==> config.mk <==
export PLATFORM = sky130hd
export DESIGN_NAME = three_rotor_substitution_cipher
export DESIGN_NICKNAME = d
export VERILOG_FILES = /design/src/rtl/core/trsc_pkg.sv /design/src/rtl/core/three_rotor_substitution_cipher.sv
export SDC_FILE = /design/constraint.sdc
export NUM_CORES = 1
export LEC_CHECK = 0
export ABC_AREA = 1
export BUFFER_PORTS_ARGS = -buffer_cell sky130_fd_sc_hd__buf_4
export CORE_MARGIN = 8
export CORE_UTILIZATION = 40
export DETAILED_ROUTE_END_ITERATION = 16
export GPL_TIMING_DRIVEN = 1
export PLACE_DENSITY = 0.67
export SLEW_MARGIN = 20
export SYNTH_ARGS = -nofsm -noshare
export SYNTH_HDL_FRONTEND = slang
export SYNTH_SLANG_ARGS = --single-unit
==> constraint.sdc <==
create_clock -name clk -period 8.6 [get_ports clk]
set_input_delay 0.43 -clock clk [delete_from_list [all_inputs] [get_ports clk]]
set_output_delay 0.43 -clock clk [all_outputs]
set_load 0.02 [all_outputs]
==> src/rtl/core/trsc_pkg.sv <==
// ----------------------------------------------------------------------------
// trsc_pkg
// Shared types, register map and rotor wiring tables for the three-rotor
// substitution cipher.
// ----------------------------------------------------------------------------
package trsc_pkg;

	localparam int unsigned RotorSize = 26;

	typedef logic [4:0] letter_t;
	typedef logic [7:0] byte_t;

	// Register map, index = paddr[3:2].
	typedef logic [1:0] reg_idx_t;
	localparam reg_idx_t REG_START_FIRST  = 2'd0;
	localparam reg_idx_t REG_START_SECOND = 2'd1;
	localparam reg_idx_t REG_START_THIRD  = 2'd2;
	localparam reg_idx_t REG_DECRYPT_MODE = 2'd3;

	localparam logic CMD_TRANSFORM = 1'b0;
	localparam logic CMD_LOAD      = 1'b1;

	localparam byte_t CHAR_A = 8'h41;
	localparam byte_t CHAR_Z = 8'h5A;

	localparam letter_t LAST_POS = 5'd25;

	// Forward wirings of rotors I, II and III.
	localparam letter_t WIRE_FWD [3][RotorSize] = '{
		'{5'd4, 5'd10, 5'd12, 5'd5, 5'd11, 5'd6, 5'd3, 5'd16, 5'd21, 5'd25,
		  5'd13, 5'd19, 5'd14, 5'd22, 5'd24, 5'd7, 5'd23, 5'd20, 5'd18, 5'd15,
		  5'd0, 5'd8, 5'd1, 5'd17, 5'd2, 5'd9},
		'{5'd0, 5'd9, 5'd3, 5'd10, 5'd18, 5'd8, 5'd17, 5'd20, 5'd23, 5'd1,
		  5'd11, 5'd7, 5'd22, 5'd19, 5'd12, 5'd2, 5'd16, 5'd6, 5'd25, 5'd13,
		  5'd15, 5'd24, 5'd5, 5'd21, 5'd14, 5'd4},
		'{5'd1, 5'd3, 5'd5, 5'd7, 5'd9, 5'd11, 5'd2, 5'd15, 5'd17, 5'd19,
		  5'd23, 5'd21, 5'd25, 5'd13, 5'd24, 5'd4, 5'd8, 5'd22, 5'd6, 5'd0,
		  5'd10, 5'd12, 5'd20, 5'd18, 5'd16, 5'd14}
	};

	// Inverse wirings of rotors I, II and III.
	localparam letter_t WIRE_INV [3][RotorSize] = '{
		'{5'd20, 5'd22, 5'd24, 5'd6, 5'd0, 5'd3, 5'd5, 5'd15, 5'd21, 5'd25,
		  5'd1, 5'd4, 5'd2, 5'd10, 5'd12, 5'd19, 5'd7, 5'd23, 5'd18, 5'd11,
		  5'd17, 5'd8, 5'd13, 5'd16, 5'd14, 5'd9},
		'{5'd0, 5'd9, 5'd15, 5'd2, 5'd25, 5'd22, 5'd17, 5'd11, 5'd5, 5'd1,
		  5'd3, 5'd10, 5'd14, 5'd19, 5'd24, 5'd20, 5'd16, 5'd6, 5'd4, 5'd13,
		  5'd7, 5'd23, 5'd12, 5'd8, 5'd21, 5'd18},
		'{5'd19, 5'd0, 5'd6, 5'd1, 5'd15, 5'd2, 5'd18, 5'd3, 5'd16, 5'd4,
		  5'd20, 5'd5, 5'd21, 5'd13, 5'd25, 5'd7, 5'd24, 5'd8, 5'd23, 5'd9,
		  5'd22, 5'd11, 5'd17, 5'd10, 5'd14, 5'd12}
	};

	// Reduces a 5-bit value below 32 into 0..25.
	function automatic letter_t mod26(input letter_t v);
		mod26 = (v >= 5'd26) ? letter_t'(v - 5'd26) : v;
	endfunction

	// (a - b) mod 26 for a, b in 0..25.
	function automatic letter_t sub26(input letter_t a, input letter_t b);
		sub26 = (a >= b) ? letter_t'(a - b) : letter_t'(a + 5'd26 - b);
	endfunction

	// (a + b) mod 26 for a, b in 0..25.
	function automatic letter_t add26(input letter_t a, input letter_t b);
		logic [5:0] s;
		s = {1'b0, a} + {1'b0, b};
		add26 = (s >= 6'd26) ? letter_t'(s - 6'd26) : letter_t'(s);
	endfunction

endpackage

==> src/rtl/core/three_rotor_substitution_cipher.sv <==
// ----------------------------------------------------------------------------
// three_rotor_substitution_cipher
// Byte stream cipher with three fixed-wiring rotors stepping like an odometer,
// no reflector and no plugboard. Letters A-Z are substituted, other bytes pass.
// ----------------------------------------------------------------------------
//
//  Channel   Handshake                     Payload
//  -------   ---------------------------   ---------------------------------
//  item      item_valid / item_ready       command, in_char
//  result    result_valid / result_ready   out_char, pos_first/second/third
//  config    APB psel/penable/pwrite       paddr, pwdata, prdata, pready
//
// For each transaction, the rotor lookups and the mod-26
// step are computed from the rotor positions and the accepted item, and land
// in the result register at the accepting edge. A new item is accepted every
// cycle while the result register is empty or being drained in that cycle.
// A stalled result holds the input side only until it is taken.
// Reset clears the rotor positions, the start registers and the mode.
// ----------------------------------------------------------------------------
module three_rotor_substitution_cipher (
	input  logic                 clk,
	input  logic                 arst_n,

	input  logic                 item_valid,
	output logic                 item_ready,
	input  logic                 command,
	input  trsc_pkg::byte_t      in_char,

	output logic                 result_valid,
	input  logic                 result_ready,
	output trsc_pkg::byte_t      out_char,
	output trsc_pkg::letter_t    pos_first,
	output trsc_pkg::letter_t    pos_second,
	output trsc_pkg::letter_t    pos_third,

	input  logic                 psel,
	input  logic                 penable,
	input  logic                 pwrite,
	input  logic [3:0]           paddr,
	input  logic [31:0]          pwdata,
	output logic [31:0]          prdata,
	output logic                 pready
);
	import trsc_pkg::*;

	letter_t start_first_q, start_second_q, start_third_q;
	logic    decrypt_q;
	letter_t rot1_q, rot2_q, rot3_q;

	logic     item_acc;
	logic     cfg_wr;
	reg_idx_t cfg_idx;

	letter_t x_in, e1, e2, e3, d3, d2, d1, sub_res;
	logic    is_letter;
	byte_t   char_nxt;
	letter_t rot1_nxt, rot2_nxt, rot3_nxt;

	assign item_ready = !result_valid || result_ready;
	assign item_acc   = item_valid && item_ready;

	// ---------------- configuration port ----------------
	assign pready  = 1'b1;
	assign cfg_idx = paddr[3:2];
	assign cfg_wr  = psel && penable && pwrite && pready;

	always_ff @(posedge clk or negedge arst_n) begin
		if (!arst_n) begin
			start_first_q  <= '0;
			start_second_q <= '0;
			start_third_q  <= '0;
			decrypt_q      <= 1'b0;
		end else if (cfg_wr) begin
			case (cfg_idx)
				REG_START_FIRST:  start_first_q  <= pwdata[4:0];
				REG_START_SECOND: start_second_q <= pwdata[4:0];
				REG_START_THIRD:  start_third_q  <= pwdata[4:0];
				REG_DECRYPT_MODE: decrypt_q      <= pwdata[0];
				default: ;
			endcase
		end
	end

	always_comb begin
		case (cfg_idx)
			REG_START_FIRST:  prdata = {27'd0, start_first_q};
			REG_START_SECOND: prdata = {27'd0, start_second_q};
			REG_START_THIRD:  prdata = {27'd0, start_third_q};
			REG_DECRYPT_MODE: prdata = {31'd0, decrypt_q};
			default:          prdata = '0;
		endcase
	end

	// ---------------- substitution ----------------
	assign is_letter = (in_char >= CHAR_A) && (in_char <= CHAR_Z);
	assign x_in      = letter_t'(in_char - CHAR_A);

	// The index is only meaningful for letters; clamp it to stay in range.
	always_comb begin
		letter_t xs;
		xs = is_letter ? x_in : 5'd0;
		e1 = WIRE_FWD[0][sub26(xs, rot1_q)];
		e2 = WIRE_FWD[1][sub26(e1, rot2_q)];
		e3 = WIRE_FWD[2][sub26(e2, rot3_q)];
		d3 = add26(WIRE_INV[2][xs], rot3_q);
		d2 = add26(WIRE_INV[1][d3], rot2_q);
		d1 = add26(WIRE_INV[0][d2], rot1_q);
		sub_res = decrypt_q ? d1 : e3;
	end

	always_comb begin
		char_nxt = in_char;
		rot1_nxt = rot1_q;
		rot2_nxt = rot2_q;
		rot3_nxt = rot3_q;
		if (command == CMD_LOAD) begin
			rot1_nxt = mod26(start_first_q);
			rot2_nxt = mod26(start_second_q);
			rot3_nxt = mod26(start_third_q);
		end else begin
			if (is_letter) begin
				char_nxt = byte_t'({3'd0, sub_res}) + CHAR_A;
			end
			// Odometer stepping; positions always stay in 0..25.
			if (rot1_q == LAST_POS) begin
				rot1_nxt = '0;
				if (rot2_q == LAST_POS) begin
					rot2_nxt = '0;
					rot3_nxt = (rot3_q == LAST_POS) ? 5'd0 : letter_t'(rot3_q + 5'd1);
				end else begin
					rot2_nxt = letter_t'(rot2_q + 5'd1);
				end
			end else begin
				rot1_nxt = letter_t'(rot1_q + 5'd1);
			end
		end
	end

	// ---------------- state and result register ----------------
	always_ff @(posedge clk or negedge arst_n) begin
		if (!arst_n) begin
			rot1_q       <= '0;
			rot2_q       <= '0;
			rot3_q       <= '0;
			result_valid <= 1'b0;
		end else begin
			if (item_acc) begin
				rot1_q       <= rot1_nxt;
				rot2_q       <= rot2_nxt;
				rot3_q       <= rot3_nxt;
				result_valid <= 1'b1;
			end else if (result_ready) begin
				result_valid <= 1'b0;
			end
		end
	end

	always_ff @(posedge clk) begin
		if (item_acc) begin
			out_char   <= char_nxt;
			pos_first  <= rot1_nxt;
			pos_second <= rot2_nxt;
			pos_third  <= rot3_nxt;
		end
	end

endmodule
# --- Word level (Yosys, flattened, before mapping) ---
# Memory sizes are Yosys's and may differ from the RTL's.
# Index checks and enable logic that the tools add are counted.
totals:
  regBits: 55
  latch_bits: 0
  mem_bits_rw: 0
  rom_bits: 960
  wordCells: 119
  n_memories: 6
mem_list:
  columns: ["memory", "words", "width", "rd", "rd_clocked_by_memory_dff", "write_ports", "line", "source"]
  rows:
  - ["(no name shown)", 32, 5, 1, 0, 0, "three_rotor_substitution_cipher.sv:107", "d1 = add26(WIRE_INV[0][d2], rot1_q);"]
  - ["(no name shown)", 32, 5, 1, 0, 0, "three_rotor_substitution_cipher.sv:106", "d2 = add26(WIRE_INV[1][d3], rot2_q);"]
  - ["(no name shown)", 32, 5, 1, 0, 0, "three_rotor_substitution_cipher.sv:105", "d3 = add26(WIRE_INV[2][xs], rot3_q);"]
  - ["(no name shown)", 32, 5, 1, 0, 0, "three_rotor_substitution_cipher.sv:104", "e3 = WIRE_FWD[2][sub26(e2, rot3_q)];"]
  - ["(no name shown)", 32, 5, 1, 0, 0, "three_rotor_substitution_cipher.sv:103", "e2 = WIRE_FWD[1][sub26(e1, rot2_q)];"]
  - ["(no name shown)", 32, 5, 1, 0, 0, "three_rotor_substitution_cipher.sv:102", "e1 = WIRE_FWD[0][sub26(xs, rot1_q)];"]
classes:
  add_sub_neg: 23
  mul: 0
  div_mod_pow: 0
  n_lt_le_gt_ge: 17
  n_eq_ne: 6
  n_shift: 0
  n_mux: 37
  bitwise: 6
  n_reduce_logical: 12
op_table:
  columns: ["operator", "count"]
  rows:
  - ["5-bit 2-to-1 mux", 32]
  - ["32-bit case mux with 4 select lines", 1]
  - ["6-bit greater-or-equal comparator (second input constant)", 6]
  - ["5-bit inverter with 6-bit output", 6]
  - ["5-bit subtractor", 6]
  - ["5-bit subtractor (second input constant)", 6]
  - ["5-bit by 5-bit adder with 6-bit output", 3]
  - ["6-bit by 5-bit greater-or-equal comparator with 1-bit output (second input constant)", 3]
  - ["8-bit 2-to-1 mux", 2]
  - ["5-bit by 1-bit adder with 5-bit output (second input constant)", 3]
  - ["5-bit adder (second input constant)", 3]
  - ["5-bit equality test (second input constant)", 3]
  - ["5-bit greater-or-equal comparator", 3]
  - ["5-bit greater-or-equal comparator (second input constant)", 3]
  - ["5-bit by 7-bit adder with 8-bit output (second input constant)", 1]
  - ["8-bit by 7-bit greater-or-equal comparator with 1-bit output (second input constant)", 1]
  - ["8-bit by 7-bit less-or-equal comparator with 1-bit output (second input constant)", 1]
  - ["2-bit AND reduction", 4]
  - ["5-bit by 1-bit subtractor with 5-bit output (second input constant)", 1]
  - ["2-bit equality test (second input constant)", 2]
  - ["1-bit logical AND", 4]
  - ["2-bit by 1-bit equality test with 1-bit output (second input constant)", 1]
  - ["2-bit logical NOT", 1]
  - ["1-bit 2-to-1 mux", 2]
  - ["other kinds (3)", 3]

# --- Logic depth before layout (Yosys ltp) ---
# Gate-level depths: netlist of run 1.
logic_depth:
  depth_word: 28
  mapped_depth: 64
  depth_no_buf: 64

# --- Worst setup path after synthesis of run 1 ---
# OpenSTA, ideal clock, no wires.
synth_timing:
  kind: "input port to flip-flop"
  start: "in in_char[0]"
  end: "reg out_char[2] (data pin)"
  setup_ns: 0.255
  t_arrival_ns: 8.532
  slack_ns: -0.187
  path_stages: 56
  cell_sequence: "inv_1 -> ha_1 -> nand3_2 -> inv_1 -> nor2_2 -> inv_1 -> nor2_1 -> inv_1 -> ha_1 -> inv_1 -> nor2_1 -> o21ai_0 -> o21ai_0 -> ha_1 -> inv_1 -> fa_1 -> o21ai_0 -> xor2_1 -> [20 not listed] -> nand3_1 -> nand2_1 -> o21ai_0 -> inv_1 -> ha_1 -> inv_1 -> fa_1 -> o21ai_0 -> xor2_1 -> nand2_1 -> nand2_1 -> nor2_1 -> nor3b_1 -> a21oi_2 -> ha_1 -> xor2_1 -> o21ai_0 -> inv_1"
synth_via:
  elab_chain_len: 28
  elab_cells_between_ends: 60
synth_rtl:
  columns: ["element", "line", "source"]
  rows:
  - ["from (decl)", "three_rotor_substitution_cipher.sv:27", "input trsc_pkg::byte_t in_char,"]
  - ["8-bit by 7-bit greater-or-equal comparator with 1-bit output or 8-bit by 7-bit less-or-equal comparator with 1-bit output (tied branches)", "three_rotor_substitution_cipher.sv:95", "assign is_letter = (in_char >= CHAR_A) && (in_char <= CHAR_Z);"]
  - ["1-bit logical AND", "three_rotor_substitution_cipher.sv:95", null]
  - ["5-bit 2-to-1 mux", "three_rotor_substitution_cipher.sv:101", "xs = is_letter ? x_in : 5'd0;"]
  - ["5-bit adder or 5-bit inverter with 6-bit output (tied branches)", "trsc_pkg.sv:61, three_rotor_substitution_cipher.sv:105", null]
  - ["5-bit subtractor or memory read 32 x 5 bit (tied branches)", null, null]
  - ["5-bit 2-to-1 mux, on equally long branches", "trsc_pkg.sv:61, three_rotor_substitution_cipher.sv:105", null]
  - ["5-bit inverter with 6-bit output (not written as such) or 5-bit 2-to-1 mux (tied branches)", "three_rotor_substitution_cipher.sv:102, three_rotor_substitution_cipher.sv:105", null]
  - ["memory read 32 x 5 bit or 5-bit by 5-bit adder with 6-bit output (tied branches)", null, null]
  - ["[13 not listed]", null, null]
  - ["memory read 32 x 5 bit or 5-bit by 5-bit adder with 6-bit output (tied branches)", null, null]
  - ["5-bit 2-to-1 mux (not written as such), or another cell as far along", "three_rotor_substitution_cipher.sv:104", null]
  - ["5-bit 2-to-1 mux, on equally long branches", "three_rotor_substitution_cipher.sv:104, trsc_pkg.sv:68", null]
  - ["5-bit 2-to-1 mux", "three_rotor_substitution_cipher.sv:108", "sub_res = decrypt_q ? d1 : e3;"]
  - ["5-bit by 7-bit adder with 8-bit output", "three_rotor_substitution_cipher.sv:122", "char_nxt = byte_t'({3'd0, sub_res}) + CHAR_A;"]
  - ["8-bit 2-to-1 mux (*)", "three_rotor_substitution_cipher.sv:121", "if (is_letter) begin"]
  - ["8-bit 2-to-1 mux (*)", "three_rotor_substitution_cipher.sv:116", "if (command == CMD_LOAD) begin"]
  - ["via char_nxt[2]", "three_rotor_substitution_cipher.sv:56", "byte_t char_nxt;"]
  - ["to (signal assigned)", "three_rotor_substitution_cipher.sv:160", "out_char <= char_nxt;"]
  - ["to (decl)", "three_rotor_substitution_cipher.sv:31", "output trsc_pkg::byte_t out_char,"]
# Mark *: on every way through the listed nets, which the timed path passes. The rest lies on a longest branch. The select of a mux whose other input is x is not followed.
# A chain may end at the register's enable or synchronous reset.

# --- Worst setup path in the final report of run 1 ---
layout_timing:
  start: "in in_char[0]"
  end: "reg out_char[4] (data pin)"
# The elaborated chain is that of the path after synthesis.

==> impl_metrics.json, run 1 <==
{
  "r2r_setup_slack_ns": 1.08,
  "std_cell_rows": 49,
  "area.sequential_um2": 1490,
  "place_ws_ns": -0.268,
  "setup_viol": 0,
  "synth_commonest_cells": "260 x nand2_1, 166 x inv_1, 100 x ha_1",
  "path_class": "primary input to flip-flop",
  "grt_pass1_vias": 6517,
  "antenna_found_initial": 0,
  "critical_path.top_delay_family": "simple AND/OR/NAND/NOR gates",
  "slew_headroom": 0.640,
  "die_y_um": 151,
  "synth_compound_area_frac": 0.137,
  "worstPathRequired_ns": 8.65,
  "design.die.area_um2": 22800,
  "finalWorstSetupSlack_ns": 0.521,
  "synthAdderAreaFrac": 0.204,
  "synth.mux.area_fraction": 0,
  "endpoint_kind": "flip-flop",
  "cp.arrival_ns": 8.13,
  "drc": 0,
  "finalWirelength_um": 18500,
  "path_max_fanout": 6,
  "h-tree-depth": 2,
  "drt_iter0_drc": 389,
  "synth_area_um2": 7300,
  "cts-root-buf": "clkbuf_16",
  "status": "completed",
  "hold_viol_final": 0,
  "crit_path_frequent_cell": "nand2_1",
  "synth_xor_area_frac": 0.0442,
  "startpoint_type": "primary input",
  "area_growth_pct": 22.4,
  "hpwl_um": 15100,
  "clkTransAtPathRegs_ns": 0.08,
  "slew_viol_final": 0,
  "yosysTopAreaCellShare": 0.171,
  "worstMarginPinSlew_ns": 0.538,
  "finClkSkew_ns": 0.0109,
  "setup-tns-final_ns": 0,
  "drt_pass1_iterations": 5,
  "cts_tree": "built",
  "synth_top_family_by_area": "simple AND/OR/NAND/NOR gates",
  "multi_input_area_um2": 5220,
  "min_period_ns": 8.08,
  "ys_top_cells_by_area": "ha_1 17%, nand2_1 13%, dfrtp_1 11%",
  "core_um2": 18000,
  "clock_sinks": 55,
  "fillers": 1788,
  "syn_inst": 1040,
  "syn_avg_cell_area_um2": 7.02,
  "ant_nets": 0,
  "drive_gt1_frac": 0.211,
  "max_cap_violations": 0,
  "period_share": 0.939,
  "synth_edf_count": 23,
  "die_width_um": 151,
  "start_util": 0.407,
  "ys_seq_elements": 55,
  "timing.fmax_ghz": 0.124,
  "synth_flop_cell": "dfrtp_1",
  "track_usage": 0.160,
  "cts_inserted_buffers": 5,
  "holdWs_ns": 0.0733,
  "synth.distinct_cells": 56,
  "synth_top_area_cell": "ha_1",
  "grt_pass1_wl_um": 30200,
  "routabilityCongestion": 0.915,
  "layout.nets": 1348,
  "post-synth-top-count-cell": "nand2_1",
  "worstHoldPathType": "primary input to asynchronous set/reset pin",
  "diodes": 0,
  "boundaryPins": 110,
  "slowest_delay_ns": 0.45,
  "max-clock-path-buffers": 2,
  "slowest_stage": "fa_2",
  "grt_start_max_net_pins": 41,
  "utilization": 0.498,
  "avgViaCountPerCell": 4.95,
  "yosys_warnings": 0,
  "synthArstFlopShare": 0.582,
  "synthSimpleGateAreaFrac": 0.285,
  "clkLatencyLatePin_ns": 0.30,
  "io_buffers": 52,
  "dr_total_vias": 7000,
  "wl_per_cell_um": 13.1,
  "overflow": 0,
  "crit_buf_inv": 14,
  "ys_seq_area_frac": 0.204
}
==> worst reg2reg max path: cells and delay by family, from the launching register on <==
family | cells | cell delay (ns)
flip-flops | 1 | 0.54
buffers and inverters | 9 | 0.76
XOR/XNOR | 3 | 0.56
AND/OR/NAND/NOR | 16 | 1.89
adder cells (fa/ha/maj) | 9 | 2.75
AO/OA/AOI/OAI | 6 | 0.76
==> metal layers <==
| metal | vias up | GRT usage | part of all wire |
|---|---|---|---|
| li1 | 3621 | - | - |
| met1 | 3210 | 0.214 | 0.47 |
| met2 | 150 | 0.269 | 0.47 |
| met3 | 19 | 0.0191 | 0.044 |
| met4 | 0 | 0.0351 | 0.013 |
| met5 | - | 0 | 0 |
==> final cells by class <==
class / count / area share
clock buffers: 8 / 0.0176
multi-input cells: 801 / 0.584
repair buffers: 149 / 0.126
flip-flops and latches: 55 / 0.167
inverters: 172 / 0.0733
well taps: 229 / 0.0320
==> final timing paths <==
check | to | cells past startpoint | from
max | out_char[4] | 59 | in_char[0]
min reg2reg | start_first_q[0] | 2 | start_first_q[0]
max reg2reg | out_char[2] | 43 | rot1_q[1]
min | start_second_q[2] | 1 | arst_n
max in group asynchronous | rot3_q[0] | 1 | arst_n
min in group clk | out_char[6] | 1 | in_char[6]
==> flip-flops by register name (all words and copies together), names as in the netlist <==
register        cells
out_char            8
pos_first           5
pos_second          5
pos_third           5
rot1_q              5
rot2_q              5
rot3_q              5
start_first_q       5
start_second_q      5
start_third_q       5
decrypt_q           1
result_valid        1
==> cell families (layout without fill, tap and decap cells) <==
group                      count (synthesis)  after routing
AOI/OAI and AO/OA                        171            171
xor gates and xnor gates                  36             36
adders and majority gates                112            112
buffers and inverters                    210            329
DFF                                       55             55
other                                      2             28
and+or+nand+nor                          454            454
==> timing repair <==
action | 4_1_cts | 5_1_grt
gates cloned | 0 | 1
pin swaps | 1 | 25
hold buffers | 0 | 0
gates resized for setup | 1 | 61
setup buffers | 0 | 5
setup endpoints to repair | 1 | 5
==> through the flow <==
step	instances	cell area (µm²)
final	1414	8940
after global routing	1414	8940
after CTS	1408	8680
after detailed placement	1400	8530
after global placement	1400	8530
after floorplan	1066	7420
==> layout by cell type, fill, tap and decap left out, drive strengths merged, types with 27 or more instances in the layout <==
cell     n
ha     100
nand2  274
inv    171
conb    28
buf    148
nor2    65
nand3   82
a21oi   37
o21ai   94
xor2    27
dfrtp   32
Power of run 1 is left out: the tool's default activity adds up to more than one toggle a clock period on the data nets, which glitch-free logic cannot reach.
==> inputs of run 2 (changes only) <==
--- a/config.mk
+++ b/config.mk
@@ -6,7 +6,7 @@
 export NUM_CORES = 1
 export LEC_CHECK = 0
 export ABC_AREA = 1
-export BUFFER_PORTS_ARGS = -buffer_cell sky130_fd_sc_hd__buf_4
+export BUFFER_PORTS_ARGS = -buffer_cell sky130_fd_sc_hd__buf_2
 export CORE_MARGIN = 8
 export CORE_UTILIZATION = 40
 export DETAILED_ROUTE_END_ITERATION = 16
==> constraint.sdc (replaced) <==
create_clock -name clk -period 8.5 [get_ports clk]
set_input_delay 0.425 -clock clk [delete_from_list [all_inputs] [get_ports clk]]
set_output_delay 0.425 -clock clk [all_outputs]
set_load 0.02 [all_outputs]
==> impl_metrics.json, run 2 (synthesized netlist as in run 1, its figures left out) <==
{
  "final_common_cell": "nand2_1",
  "dpl_cell_area_um2": 8380,
  "wl_per_cell_um": 13.3,
  "finClkSkew_ns": 0.0148,
  "path_max_fanout": 5,
  "area_growth_pct": 23.0,
  "period_share": 0.962,
  "drive_gt1_frac": 0.244,
  "finalWirelength_um": 18800,
  "grt_start_max_net_pins": 40,
  "r2r_setup_slack_ns": 1.03,
  "slowest_stage": "fa_2",
  "diodes": 0,
  "max-clock-path-buffers": 2,
  "antenna_found_initial": 0,
  "cp.arrival_ns": 8.25,
  "cts-root-buf": "clkbuf_16",
  "drc": 0,
  "slowest_delay_ns": 0.39,
  "hold_viol_final": 0,
  "slew_headroom": 0.444,
  "timing.fmax_ghz": 0.122,
  "clkLatencyLatePin_ns": 0.31,
  "grt_pass1_vias": 6521,
  "io_buffers": 52,
  "fillers": 1765,
  "largest_register_ffs": 8,
  "worstHoldPathType": "primary input to asynchronous set/reset pin",
  "drt_iter0_drc": 418,
  "ant_nets": 0,
  "overflow": 0,
  "top_register": "out_char",
  "startpoint_type": "primary input",
  "start_util": 0.407,
  "endpoint_kind": "flip-flop",
  "crit_path_frequent_cell": "nand2_2",
  "postLayoutCellArea_um2": 8980,
  "path_class": "primary input to flip-flop",
  "worstMarginPinSlew_ns": 0.833,
  "clkTransAtPathRegs_ns": 0.09,
  "cts_tree": "built",
  "hold_buffers": 0,
  "worstPathRequired_ns": 8.57,
  "min_period_ns": 8.18,
  "avgViaCountPerCell": 4.91,
  "core_um2": 18000,
  "layout_common_cells": "247 x nand2_1, 151 x inv_1, 95 x buf_4",
  "grt_pass1_wl_um": 30300,
  "dr_total_vias": 6950,
  "boundaryPins": 110,
  "setup_viol": 0,
  "std_cell_rows": 49,
  "status": "completed",
  "clock_sinks": 55,
  "die_y_um": 151,
  "max_cap_violations": 0,
  "drt_pass1_iterations": 5,
  "die_width_um": 151,
  "cts_inserted_buffers": 5,
  "hpwl_um": 15000,
  "design.die.area_um2": 22800,
  "h-tree-depth": 2,
  "track_usage": 0.162,
  "routabilityCongestion": 0.886,
  "layout.nets": 1349,
  "slew_viol_final": 0
}
## run 2: critical path, delay by kind of cell
family | cells | cell delay [ns]
XOR/XNOR | 6 | 1.25
adder cells (fa/ha/maj) | 9 | 2.18
buffers and inverters | 12 | 0.97
AND/OR/NAND/NOR | 18 | 1.91
AO/OA/AOI/OAI | 11 | 1.50
## run 2: area by class of cell
cell class,instances,area [µm²],area share
clock buffers,5,125,0.0139
clock inverters,3,27.5,0.00306
inverters,172,661,0.0735
multi-input cells,801,5380,0.599
flip-flops and latches,55,1490,0.166
well taps,229,287,0.0319
repair buffers,150,1010,0.113
## run 2: worst paths after layout
path / from / end / depth (start not counted)
max: in_char[0] / out_char[2] / 56
min: arst_n / rot2_q[3] / 1
max reg2reg: rot1_q[1] / out_char[2] / 45
min reg2reg: start_first_q[0] / start_first_q[0] / 2
max in group asynchronous: arst_n / rot3_q[1] / 1
min in group clk: in_char[6] / out_char[6] / 1
## run 2: through the flow
step / setup WS [ns] / TNS (ns) / cells / hold WS (ns) / util
global placement: -0.275 / -0.773 / 1397 / 0.466 / 0.467
global route: -0.151 / -0.528 / 1415 / 0.257 / 0.500
floorplan: 0.0222 / 0 / 1066 / 0.129 / -
detailed placement: -0.452 / -1.51 / 1397 / 0.474 / 0.467
CTS: 0.0290 / 0 / 1405 / 0.223 / 0.477
finish: 0.320 / 0 / 1415 / 0.203 / 0.500
## run 2: timing repair
action	CTS	global route
endpoints found under the setup margin	3	5
resized for setup	7	105
setup buffers	0	9
gates cloned	0	1
hold endpoints to repair	0	0
pin swaps	1	55
## run 2: per-layer routing
layer  track usage  up-vias  part of all wire
met1         0.212     3163              0.47
met2         0.274      149              0.47
met5             0        -                 0
met4        0.0341        0             0.017
li1              -     3617                 -
met3        0.0260       21             0.046
Power of run 2 is left out for the same reason.
==> inputs of run 3 (changes only) <==
--- a/config.mk
+++ b/config.mk
@@ -7,7 +7,7 @@
 export LEC_CHECK = 0
 export ABC_AREA = 1
 export BUFFER_PORTS_ARGS = -buffer_cell sky130_fd_sc_hd__buf_2
-export CORE_MARGIN = 8
+export CORE_MARGIN = 2
 export CORE_UTILIZATION = 40
 export DETAILED_ROUTE_END_ITERATION = 16
 export GPL_TIMING_DRIVEN = 1
==> impl_metrics.json, run 3 (synthesized netlist as in run 1, its figures left out) <==
{
  "status": "completed",
  "cts-root-buf": "clkbuf_16",
  "period_share": 0.957,
  "path_depth": 59,
  "finClkSkew_ns": 0.00822,
  "wl_per_cell_um": 13.1,
  "hold_buffers": 0,
  "start_util": 0.407,
  "antenna_found_initial": 0,
  "dr_total_vias": 6968,
  "cts_inserted_buffers": 5,
  "overflow": 0,
  "crit_path_start": "in_char[0]",
  "finalWorstSetupSlack_ns": 0.362,
  "diodes": 0,
  "r2r_setup_slack_ns": 1.05,
  "die_width_um": 139,
  "endpoint_kind": "flip-flop",
  "clkTransAtPathRegs_ns": 0.08,
  "ant_nets": 0,
  "clock_sinks": 55,
  "clkLatencyLatePin_ns": 0.31,
  "crit_path_end": "out_char[1]",
  "hpwl_um": 14500,
  "slowest_delay_ns": 0.39,
  "grt_start_max_net_pins": 52,
  "top_register": "out_char",
  "path_class": "primary input to flip-flop",
  "rr_endpoint": "out_char[2]",
  "cp.arrival_ns": 8.17,
  "drt_iter0_drc": 456,
  "worstMarginPinSlew_ns": 0.835,
  "hold_viol_final": 0,
  "worstPathRequired_ns": 8.53,
  "largest_register_ffs": 8,
  "critical_path.top_delay_family": "adder cells",
  "cts_tree": "built",
  "postLayoutCellArea_um2": 9060,
  "layout_common_cells": "250 x nand2_1, 151 x inv_1, 99 x buf_4",
  "path_max_fanout": 5,
  "grt_pass1_vias": 6326,
  "utilization": 0.504,
  "layout.nets": 1352,
  "die_y_um": 139,
  "min_period_ns": 8.14,
  "timing.fmax_ghz": 0.123,
  "startpoint_type": "primary input",
  "worstHoldPathType": "primary input to asynchronous set/reset pin",
  "grt_pass1_wl_um": 29700,
  "boundaryPins": 110,
  "design.die.area_um2": 19400,
  "crit_path_frequent_cell": "nand2_1",
  "dpl_cell_area_um2": 8350,
  "routabilityCongestion": 0.920,
  "crit_buf_inv": 15,
  "final_common_cell": "nand2_1",
  "area_growth_pct": 24.0,
  "core_um2": 18000,
  "r2r-start": "rot1_q[1]",
  "slew_viol_final": 0,
  "setup_viol": 0,
  "slowest_stage": "fa_2",
  "track_usage": 0.184,
  "std_cell_rows": 49,
  "max-clock-path-buffers": 2,
  "r2r_cells": 45,
  "drc": 0,
  "drt_pass1_iterations": 5,
  "h-tree-depth": 2,
  "io_buffers": 52,
  "setup-tns-final_ns": 0,
  "place_ws_ns": -0.472,
  "avgViaCountPerCell": 4.91,
  "finalWirelength_um": 18500,
  "max_cap_violations": 0,
  "drive_gt1_frac": 0.250,
  "slew_headroom": 0.443
}
[run 3: final cells by class]
type | instances | area (µm²)
Fill cell | 1719 | 8900
Multi-Input combinational cell | 801 | 5450
Sequential cell | 55 | 1490
Timing Repair Buffer | 153 | 1030
Inverter | 172 | 658
Tap cell | 229 | 287
Clock buffer | 5 | 125
Clock inverter | 3 | 18.8
[run 3: how the worst min path moves through the flow]
stage,endpoint,slack [ns],depth (start not counted)
6_report,rot2_q[3],0.21,1
5_1_grt,rot2_q[3],0.26,1
3_3_place_gp,start_first_q[0],0.47,2
4_1_cts,rot2_q[3],0.22,1
3_5_place_dp,start_first_q[0],0.48,2
2_1_floorplan,decrypt_q,0.13,0
[run 3: routing by layer]
layer	wire length (µm)	vias up	GRT usage
li1	-	3623	-
met1	8900	3182	0.255
met2	8600	145	0.307
met3	702	18	0.0245
met4	313	0	0.0431
met5	0	-	0
[run 3: worst reg2reg max path: cells and delay by family (launching register included)]
family	cells	cell delay, ns
adder cells (fa/ha/maj)	9	2.50
AO/OA/AOI/OAI	6	0.85
flip-flops	1	0.52
buffers and inverters	10	0.85
XOR/XNOR	4	0.66
AND/OR/NAND/NOR	16	1.82
[run 3: timing repair]
item                                    4_1_cts  5_1_grt
buffers inserted                              0       18
endpoints found under the setup margin        3        5
cloned                                        0        0
pin swaps                                     1       55
gates resized for setup                       8      112
[run 3: stage by stage]
| stage | hold slack [ns] | std cells |
|---|---|---|
| after floorplan | 0.129 | 1066 |
| after global placement | 0.469 | 1392 |
| after detailed placement | 0.479 | 1392 |
| after CTS | 0.224 | 1400 |
| after global routing | 0.259 | 1418 |
| final | 0.211 | 1418 |
Power of run 3 is left out for the same reason.
